$ cat src/hw/rtl/lpfm_pkg.sv
// Shared types and register codes for the page frame map.
package lpfm_pkg;

	// Register indexes on the configuration port.
	localparam logic REG_FRAME_BASE = 1'b0;
	localparam logic REG_LIMIT      = 1'b1;

	// Search word that travels down the chain, one cell per cycle.
	typedef struct packed {
		logic        tok;
		logic [15:0] page;
		logic [31:0] now;
		logic        hit;
		logic [15:0] frame;
		logic        any;
		logic [31:0] best_stamp;
		logic [15:0] best_page;
		logic [15:0] best_frame;
	} rec_t;

	// Update word broadcast to every cell once the search is over.
	typedef struct packed {
		logic        en;
		logic        fill;
		logic [15:0] page;
		logic [15:0] frame;
		logic [31:0] stamp;
	} wr_t;

endpackage

$ cat src/hw/rtl/lpfm_cell.sv
// One table entry of the page frame map and its step of the search.
module lpfm_cell #(
	parameter int IW       = 4,
	parameter int CELL_IDX = 0
) (
	input  logic           clk,
	input  logic           arst_n,
	input  lpfm_pkg::rec_t rec_in,
	input  logic [IW-1:0]  idx_in,
	output lpfm_pkg::rec_t rec_out,
	output logic [IW-1:0]  idx_out,
	input  lpfm_pkg::wr_t  wr,
	input  logic [IW-1:0]  wr_idx
);
	import lpfm_pkg::*;

	logic        valid_q;
	logic [15:0] page_q;
	logic [15:0] frame_q;
	logic [31:0] stamp_q;
	rec_t        rec_d;
	logic [IW-1:0] idx_d;
	logic        match;
	logic        sel;
	logic        tok_q;
	rec_t        rec_q;
	logic [IW-1:0] idx_q;

	assign sel   = wr.en && (wr_idx == IW'(CELL_IDX));
	assign match = rec_in.tok && valid_q && !rec_in.hit && (page_q == rec_in.page);

	always_comb begin
		rec_d = rec_in;
		idx_d = idx_in;
		if (match) begin
			rec_d.hit   = 1'b1;
			rec_d.frame = frame_q;
		end
		// Strict compare keeps the lowest index among equal oldest stamps.
		if (rec_in.tok && valid_q && (!rec_in.any || stamp_q < rec_in.best_stamp)) begin
			rec_d.any        = 1'b1;
			rec_d.best_stamp = stamp_q;
			rec_d.best_page  = page_q;
			rec_d.best_frame = frame_q;
			idx_d            = IW'(CELL_IDX);
		end
	end

	always_ff @(posedge clk or negedge arst_n) begin
		if (!arst_n) begin
			valid_q <= 1'b0;
		end else if (sel && wr.fill) begin
			valid_q <= 1'b1;
		end
	end

	always_ff @(posedge clk) begin
		if (sel) begin
			page_q  <= wr.page;
			stamp_q <= wr.stamp;
			if (wr.fill) begin
				frame_q <= wr.frame;
			end
		end else if (match) begin
			stamp_q <= rec_in.now;
		end
	end

	always_ff @(posedge clk or negedge arst_n) begin
		if (!arst_n) begin
			tok_q <= 1'b0;
		end else begin
			tok_q <= rec_d.tok;
		end
	end

	always_ff @(posedge clk) begin
		rec_q <= rec_d;
		idx_q <= idx_d;
	end

	// Only the marker bit is reset; the rest of the word is don't-care while it is low.
	always_comb begin
		rec_out     = rec_q;
		rec_out.tok = tok_q;
	end

	assign idx_out = idx_q;

endmodule

$ cat src/hw/rtl/lru_page_frame_map.sv
// Fully associative page table with least recently used replacement.
// The search word steps through the entry cells, one cell per cycle, and the chosen cell is then
// updated; done is strobed from a register after the word has left the last cell.
// Only one reference is in flight at a time; start may be taken in the done cycle.
// Reset clears every valid mark and the fill count, sets the frame base to 0 and the limit to 16.
// The receiver cannot stall: each result word is shown for one cycle only.
module lru_page_frame_map #(
	parameter int MAX_ENTRIES = 16
) (
	input  logic        clk,
	input  logic        arst_n,
	input  logic        start,
	output logic        busy,
	input  logic [15:0] page_number,
	input  logic [31:0] access_time,
	output logic        done,
	output logic [15:0] frame_number,
	output logic        was_hit,
	output logic        did_evict,
	output logic [15:0] evicted_page,
	input  logic        cfg_wr_en,
	input  logic        cfg_index,
	input  logic [15:0] cfg_data
);
	import lpfm_pkg::*;

	localparam int IW = $clog2(MAX_ENTRIES);
	localparam int CW = $clog2(MAX_ENTRIES + 1);
	localparam int LW = (CW > 5) ? CW : 5;

	logic [15:0]   frame_base_q;
	logic [4:0]    limit_q;
	logic [CW-1:0] used_cnt_q;
	logic          busy_q;
	logic          done_q;
	logic [15:0]   frame_q;
	logic          hit_q;
	logic          evict_q;
	logic [15:0]   evicted_q;

	rec_t          rec   [MAX_ENTRIES+1];
	logic [IW-1:0] idx   [MAX_ENTRIES+1];
	rec_t          last;
	wr_t           wr;
	logic [IW-1:0] wr_idx;
	logic [LW-1:0] lim_ext;
	logic [LW-1:0] eff_lim;
	logic          fill;
	logic [15:0]   fill_frame;
	logic          accept;

	assign accept = start && !busy_q;

	always_comb begin
		rec[0]      = '0;
		rec[0].tok  = accept;
		rec[0].page = page_number;
		rec[0].now  = access_time;
		idx[0]      = '0;
	end

	for (genvar g = 0; g < MAX_ENTRIES; g++) begin : g_cell
		lpfm_cell #(
			.IW       (IW),
			.CELL_IDX (g)
		) u_cell (
			.clk     (clk),
			.arst_n  (arst_n),
			.rec_in  (rec[g]),
			.idx_in  (idx[g]),
			.rec_out (rec[g+1]),
			.idx_out (idx[g+1]),
			.wr      (wr),
			.wr_idx  (wr_idx)
		);
	end

	assign last = rec[MAX_ENTRIES];

	// A limit of zero behaves as one, and one above the table size as the table size.
	always_comb begin
		lim_ext = LW'(limit_q);
		if (lim_ext == '0) begin
			eff_lim = LW'(1);
		end else if (lim_ext > LW'(MAX_ENTRIES)) begin
			eff_lim = LW'(MAX_ENTRIES);
		end else begin
			eff_lim = lim_ext;
		end
	end

	assign fill       = LW'(used_cnt_q) < eff_lim;
	assign fill_frame = frame_base_q + 16'(used_cnt_q);

	always_comb begin
		wr.en    = last.tok && !last.hit;
		wr.fill  = fill;
		wr.page  = last.page;
		wr.frame = fill_frame;
		wr.stamp = last.now;
		wr_idx   = fill ? used_cnt_q[IW-1:0] : idx[MAX_ENTRIES];
	end

	always_ff @(posedge clk or negedge arst_n) begin
		if (!arst_n) begin
			frame_base_q <= '0;
			limit_q      <= 5'd16;
		end else if (cfg_wr_en) begin
			case (cfg_index)
				REG_FRAME_BASE: frame_base_q <= cfg_data;
				REG_LIMIT:      limit_q      <= cfg_data[4:0];
				default:        ;
			endcase
		end
	end

	always_ff @(posedge clk or negedge arst_n) begin
		if (!arst_n) begin
			used_cnt_q <= '0;
			busy_q     <= 1'b0;
			done_q     <= 1'b0;
		end else begin
			done_q <= last.tok;
			if (accept) begin
				busy_q <= 1'b1;
			end else if (last.tok) begin
				busy_q <= 1'b0;
			end
			if (wr.en && fill) begin
				used_cnt_q <= used_cnt_q + CW'(1);
			end
		end
	end

	always_ff @(posedge clk) begin
		if (last.tok) begin
			hit_q   <= last.hit;
			evict_q <= !last.hit && !fill;
			if (last.hit) begin
				frame_q <= last.frame;
			end else if (fill) begin
				frame_q <= fill_frame;
			end else begin
				frame_q <= last.best_frame;
			end
			evicted_q <= (!last.hit && !fill) ? last.best_page : 16'd0;
		end
	end

	assign busy         = busy_q;
	assign done         = done_q;
	assign frame_number = frame_q;
	assign was_hit      = hit_q;
	assign did_evict    = evict_q;
	assign evicted_page = evicted_q;

	a_accept_busy: assert property (@(posedge clk) disable iff (!arst_n)
		accept |=> busy_q)
		else $error("busy did not rise after an accepted word");

	a_done_idle: assert property (@(posedge clk) disable iff (!arst_n)
		done_q |-> !busy_q)
		else $error("result word shown while still busy");

	a_tok_busy: assert property (@(posedge clk) disable iff (!arst_n)
		last.tok |-> busy_q)
		else $error("search word left the chain with no reference in flight");

	a_used_bound: assert property (@(posedge clk) disable iff (!arst_n)
		LW'(used_cnt_q) <= LW'(MAX_ENTRIES))
		else $error("fill count beyond table size");

	a_evict_valid: assert property (@(posedge clk) disable iff (!arst_n)
		(last.tok && !last.hit && !fill) |-> last.any)
		else $error("eviction with no valid entry found");

endmodule
$ cat config.mk
export PLATFORM = sky130hd
export DESIGN_NAME = lru_page_frame_map
export DESIGN_NICKNAME = d
export VERILOG_FILES = /design/src/hw/rtl/lpfm_pkg.sv /design/src/hw/rtl/lpfm_cell.sv /design/src/hw/rtl/lru_page_frame_map.sv
export SDC_FILE = /design/constraint.sdc
export NUM_CORES = 2
export LEC_CHECK = 0
export BUFFER_PORTS_ARGS = -buffer_cell sky130_fd_sc_hd__clkbuf_2
export CAP_MARGIN = 30
export CELL_PAD_IN_SITES_DETAIL_PLACEMENT = 0
export CELL_PAD_IN_SITES_GLOBAL_PLACEMENT = 2
export CORE_MARGIN = 2
export CORE_UTILIZATION = 43
export CTS_BUF_LIST = sky130_fd_sc_hd__clkbuf_16
export CTS_CLUSTER_DIAMETER = 30
export CTS_CLUSTER_SIZE = 12
export DETAILED_ROUTE_END_ITERATION = 8
export PLACE_DENSITY_LB_ADDON = 0.15
export RECOVER_POWER = 50
export SLEW_MARGIN = 20
export SYNTH_ARGS = -nofsm -noshare
export SYNTH_HDL_FRONTEND = slang
export SYNTH_SLANG_ARGS = --single-unit
$ cat constraint.sdc
create_clock -name clk -period 3.9 [get_ports clk]
set_input_delay 0.39 -clock clk [delete_from_list [all_inputs] [get_ports clk]]
set_output_delay 0.39 -clock clk [all_outputs]
set_load 0.01 [all_outputs]
# After elaboration in Yosys (flattened, before gate mapping)

Cells that the tools add are included.

Register bits: 3214
Input port bits: 69
Output and inout port bits: 36
Logic and storage cells: 536

Add/subtract/negate cells: 2
Order comparisons: 17
Eq/ne operators: 31
Mux-type cells: 72
Bitwise gates (word level): 1
Reduce and logical (&&, ||, !) cells: 183

Operators by type and width:

| operator                                                        | count |
|---|---|
| 32-bit two-way mux                                              | 33 |
| 64-bit two-way mux                                              | 14 |
| 32-bit less-than comparator                                     | 15 |
| 16-bit two-way mux                                              | 17 |
| 16-bit == test                                                  | 16 |
| 1-bit logical AND                                               | 98 |
| 65-bit two-way mux                                              | 1 |
| 2-bit AND reduction                                             | 18 |
| 2-bit nonzero test                                              | 17 |
| 1-bit zero test                                                 | 33 |
| 4-bit == test, second input constant                            | 8 |
| 17-bit two-way mux                                              | 1 |
| 16-bit by 5-bit adder with 16-bit output                        | 1 |
| 4-bit by 3-bit == test with 1-bit output, second input constant | 4 |
| 1-bit logical OR                                                | 15 |
| 5-bit two-way mux                                               | 2 |
| 4-bit by 2-bit == test with 1-bit output, second input constant | 2 |
| 5-bit by 1-bit adder with 5-bit output, second input constant   | 1 |
| 5-bit > comparator, second input constant                       | 1 |
| 5-bit zero test                                                 | 1 |
| 5-bit less-than comparator                                      | 1 |
| 4-bit by 1-bit == test with 1-bit output, second input constant | 1 |
| 4-bit zero test                                                 | 1 |
| 4-bit two-way mux                                               | 1 |
| other kinds (2)                                                 | 4 |

# Logic depth before layout (Yosys ltp)

Depth after elaboration: 8
Depth in mapped cells: 12
Mapped depth without buffers: 9

# Cells and area by module

From an unflattened synthesis, not the netlist that was laid out.

Cells, all modules: 7999
Area total of the unflattened synthesis: 115794.8 um^2

Modules (own cells, without submodules):

| module                            | times used | cells each | area each (um^2) | seq. area each (um^2) |
|---|---|---|---|---|
| lpfm_cell (g_cell[0].u_cell ...)  | 5          | 466        | 7035.5           | 4654.5 |
| lpfm_cell (g_cell[11].u_cell ...) | 3          | 534        | 7048.0           | 4654.5 |
| lpfm_cell (g_cell[1].u_cell ...)  | 2          | 466        | 7033.0           | 4654.5 |
| lpfm_cell (g_cell[13].u_cell ...) | 2          | 466        | 7030.5           | 4654.5 |
| lpfm_cell (g_cell[8].u_cell)      | 1          | 472        | 7054.3           | 4654.5 |
| lpfm_cell (g_cell[9].u_cell)      | 1          | 471        | 7049.3           | 4654.5 |
| lpfm_cell (g_cell[15].u_cell)     | 1          | 534        | 7046.8           | 4654.5 |
| lpfm_cell (g_cell[4].u_cell)      | 1          | 467        | 7040.5           | 4654.5 |
| lru_page_frame_map                | 1          | 259        | 3155.5           | 1722.9 |

# Least setup slack after synthesis

No wires, ideal clock.

Path kind: reg-to-reg
Start point: reg g_cell[15].u_cell.tok_q
End point: reg g_cell[0].u_cell.frame_q[0], enable pin
Setup time: 411 ps
Arrival time: 3040 ps
Data required time: 3489 ps
Setup slack: 449 ps
Stages on the path, launching flop included: 6
Buffers on the path: 3
Period minus slack after synthesis: 3451 ps
Path through: dfrtp_1 nand2b_1 buf_2 buf_1 clkbuf_1 nor3_1

Word-level cells in the longest chain between the ends: 3

RTL lines:

| what                                 | line                     | RTL |
|---|---|---|
| from (decl)                          | lpfm_cell.sv:25          | `logic tok_q;` |
| from (signal assigned)               | lpfm_cell.sv:73          | `tok_q <= rec_d.tok;` |
| 1-bit logical AND                    | lru_page_frame_map.sv:96 | `wr.en = last.tok && !last.hit;` |
| 1-bit logical AND                    | lpfm_cell.sv:29          | `assign sel = wr.en && (wr_idx == IW'(CELL_IDX));` |
| 2-bit AND reduction (no source line) | --                       |  |
| to (signal assigned)                 | lpfm_cell.sv:62          | `frame_q <= wr.frame;` |
| to (decl)                            | lpfm_cell.sv:19          | `logic [15:0] frame_q;` |

Every way passes these cells.
A chain may end at the register's enable or synchronous reset.

==> results.cfg <==
[run_status]
status = finished with violations
violations = max-capacitance violations, max-slew violations

[clocking]
htreeDepth = 6
clk_pin_slew_ns = 0.04
cts_tree = built
clock_tree.root_cell = clkbuf_16
insertion_delay_ns = 1.02
clkSinkCount = 3214
cts_buffers = 667
clk_path_buf_depth = 4
post_cts_resized = 0

[synth]
yosysSeqAreaShare = 0.550
synth_largest_area_cell = dfxtp_1
synth_seq_cells = 3214
synth_ff_type = dfxtp_1
netlist_instances = 12289
ys_top_cells_by_area = dfxtp_1 31%, edfxtp_1 23%, mux2_2 7.5%
postSynth.asyncResetShare = 0.0187
synth_top_cell_area_share = 0.307
syn_avg_cell_area_sq_um = 11.1
yosysUniqueCellTypes = 78
synth-edff-count = 1058
yosysWarnings = 0
synth_area_sq_mm = 0.137
syn_nets = 12834

[timing]
rsz0062_at_grt = no
skew_ns = 0.0645
finalCriticalPeriod_ns = 3.63
slew_headroom = -0.931
fmax_mhz = 275
setup_viol = 0
finalCritPeriodShare = 0.932
slew_viol_final = 1148
finalHoldViolCount = 0
worst_slew_pin_slew_ns = 2.90
setup_tns_ns = 0
whs_ns = 0.137

[grt]
grt_pass1_vias = 97101
grt_usage = 0.221
grt_max_degree = 162
grt_overflow_total = 0
grt_pass1_wl_mm = 570
antenna_found_initial = 5

[floorplan]
die_w_microns = 568
num_io_pins = 105
start_util = 0.431
fp-row-count = 207
die_h_microns = 568
core_area_sq_mm = 0.317
die_area_sq_mm = 0.323

[setup_path]
start_kind = flop
worst_ep_arrival_time_ns = 4.44
crit_type = flop to flop
worst_r2r_startpoint = g_cell[10].u_cell.stamp_q[30]
cp-endpoint = g_cell[10].u_cell.rec_out[35]
rr_endpoint = g_cell[10].u_cell.rec_out[35]
r2r_setup_slack_ns = 0.27
endpoint_kind = flop
required_ns = 4.71
cp_max_fo = 52
reg2reg_depth = 8
cp-startpoint = g_cell[10].u_cell.stamp_q[30]

[min_path]
hold_start = page_number[1]
hp-class = input port to flop

[layout]
multi_input_area_sq_mm = 0.0560
seqCellArea_sq_mm = 0.0753
finalCoreUtilization = 0.525
design_area_sq_mm = 0.167
drive_gt1_frac = 0.192
nFillCells = 27041
layout.nets = 13070
syn2layout_area_growth_pct = 21.7

[flow_run]
drv_cap = 29

[drt]
viasPerCell = 5.63
avgRoutedWirePerCell_microns = 21.3
routed_wl_mm = 368
drtIter0Drc = 7519
ant_nets = 0
drc_errors = 0
num_vias = 97357
drt_pass1_iterations = 7

[placed_design]
hpwl_mm = 255
placed_cell_area_sq_mm = 0.143
numPortBuffers = 104
gp_congestion = 0.884

[pwr]
p_leak_nw = 61.4
ir_drop_v = 0.000547
p_per_area_mw_per_mm2 = 795
[flip-flops by register name, indices dropped and copies added (netlist names), 49 cells and up]
name / count
g_cell.u_cell.page_q: 256
g_cell.u_cell.rec_out: 2047
g_cell.u_cell.stamp_q: 512
g_cell.u_cell.frame_q: 256
g_cell.u_cell.idx_out: 49
[cell usage after synthesis, types with 10 or more instances]
master / number
a21o_1: 37
a21oi_1: 214
a21oi_2: 11
a221o_1: 25
a221oi_1: 230
a31oi_1: 444
a41oi_1: 16
and2_1: 282
and3_1: 69
buf_1: 33
buf_2: 118
buf_6: 24
clkbuf_1: 812
dfrtp_1: 59
dfxtp_1: 2096
edfxtp_1: 1058
ha_1: 475
inv_1: 497
mux2_1: 15
mux2_2: 914
mux2_4: 36
nand2_1: 987
nand2b_1: 36
nand3_1: 842
nand3b_1: 541
nand4_1: 326
nor2_1: 102
nor2b_1: 15
nor3_1: 30
nor3b_1: 278
nor4_4: 15
o2111ai_1: 295
o211ai_1: 14
o21a_1: 18
o21ai_0: 388
o221ai_1: 31
o311ai_0: 350
o311ai_1: 35
or2_2: 107
or3_1: 17
or4_1: 10
xnor2_1: 252
xor2_1: 21
[placed cells by master, fill, tap and decap left out, types with 31 or more instances in the layout]
cell,count
and3_1,69
clkinv_4,54
inv_6,61
a21o_1,37
dfxtp_1,2087
nor3b_1,278
o221ai_1,31
clkbuf_2,56
ha_1,475
nand3_1,842
o21ai_0,388
nand3b_1,541
clkinv_1,82
xnor2_1,243
edfxtp_1,1058
nand4_1,326
o2111ai_1,295
o311ai_0,362
mux2_1,50
nand2_1,980
a221oi_1,230
mux2_4,36
clkbuf_16,698
nor2_1,95
mux2_2,879
clkbuf_1,132
dlygate4sd3_1,128
dfrtp_1,59
a31oi_1,444
buf_4,126
buf_12,86
a21oi_1,214
clkinvlp_4,69
and2_1,260
or2_2,106
clkinv_2,90
inv_1,565
bufinv_16,73
nand2b_1,35
[logic make-up after synthesis]
| kind of cell | synth area share |
|---|---|
| flops | 0.550 |
| simple gates | 0.151 |
| mux | 0.0806 |
| fa+ha+maj | 0.0436 |
| xor+xnor | 0.0175 |
| compound gates | 0.115 |
| buf+inv | 0.0432 |
[per-stage QoR]
step	instances	total power [mW]	setup WS, ns
6_report	17289	132	0.266
5_1_grt	17284	139	0.127
4_1_cts	17280	134	0.349
3_5_place_dp	15905	76.2	0.375
3_3_place_gp	15874	75.2	0.393
2_1_floorplan	12289	65.4	0.449
[layer usage]
metal,global-route usage,vias to the layer above,routed length (microns),part of all wire
met2,0.347,2784,165000,0.45
li1,-,46709,-,-
met1,0.310,47179,174000,0.47
met3,0.0342,681,19200,0.052
met4,0.0766,4,9790,0.027
met5,0.00134,-,72,0.00020
[power by group]
part	total [mW]	internal [mW]	switching, mW	leakage [nW]
combinational	29.6	11.4	18.1	22.3
sequential	46.4	41.5	4.89	27.8
clock	56.6	37.5	19.0	11.4
total	132	90.4	42.1	61.4
[how the worst min path moves through the flow]
stage | endpoint | slack [ns] | cells past startpoint
floorplan | busy | 0.09 | 0
global placement | done | 0.24 | 1
detailed placement | done | 0.24 | 1
CTS | g_cell[0].u_cell.rec_out[115] | 0.007 | 2
global route | g_cell[0].u_cell.rec_out[115] | 0.12 | 2
finish | g_cell[0].u_cell.rec_out[115] | 0.14 | 2
[timing repair]
action | in CTS | in global routing
buffers inserted | 0 | 0
setup endpoints to repair | 0 | 0
endpoints found under the hold margin | 163 | 0
hold buffers | 128 | 0
[worst max-delay path: stages, from the launching register on]
cell and delay (ns):
edfxtp_1 0.42, ha_1 0.35, nand4_1 0.19, or3_1 0.51, a21oi_1 0.30, or3_1 1.05
buf_12 0.33, a31oi_1 0.11, o311ai_0 0.16
[final cells by class]
class / count / area share
diodes: 6 / 0.0000902
clock buffers: 698 / 0.105
clock inverters: 549 / 0.0337
inverters: 497 / 0.0112
multi-input cells: 7589 / 0.336
flip-flops and latches: 3214 / 0.452
well taps: 4180 / 0.0314
repair buffers: 556 / 0.0308
Note: power is estimated with default switching activity, not from simulation.
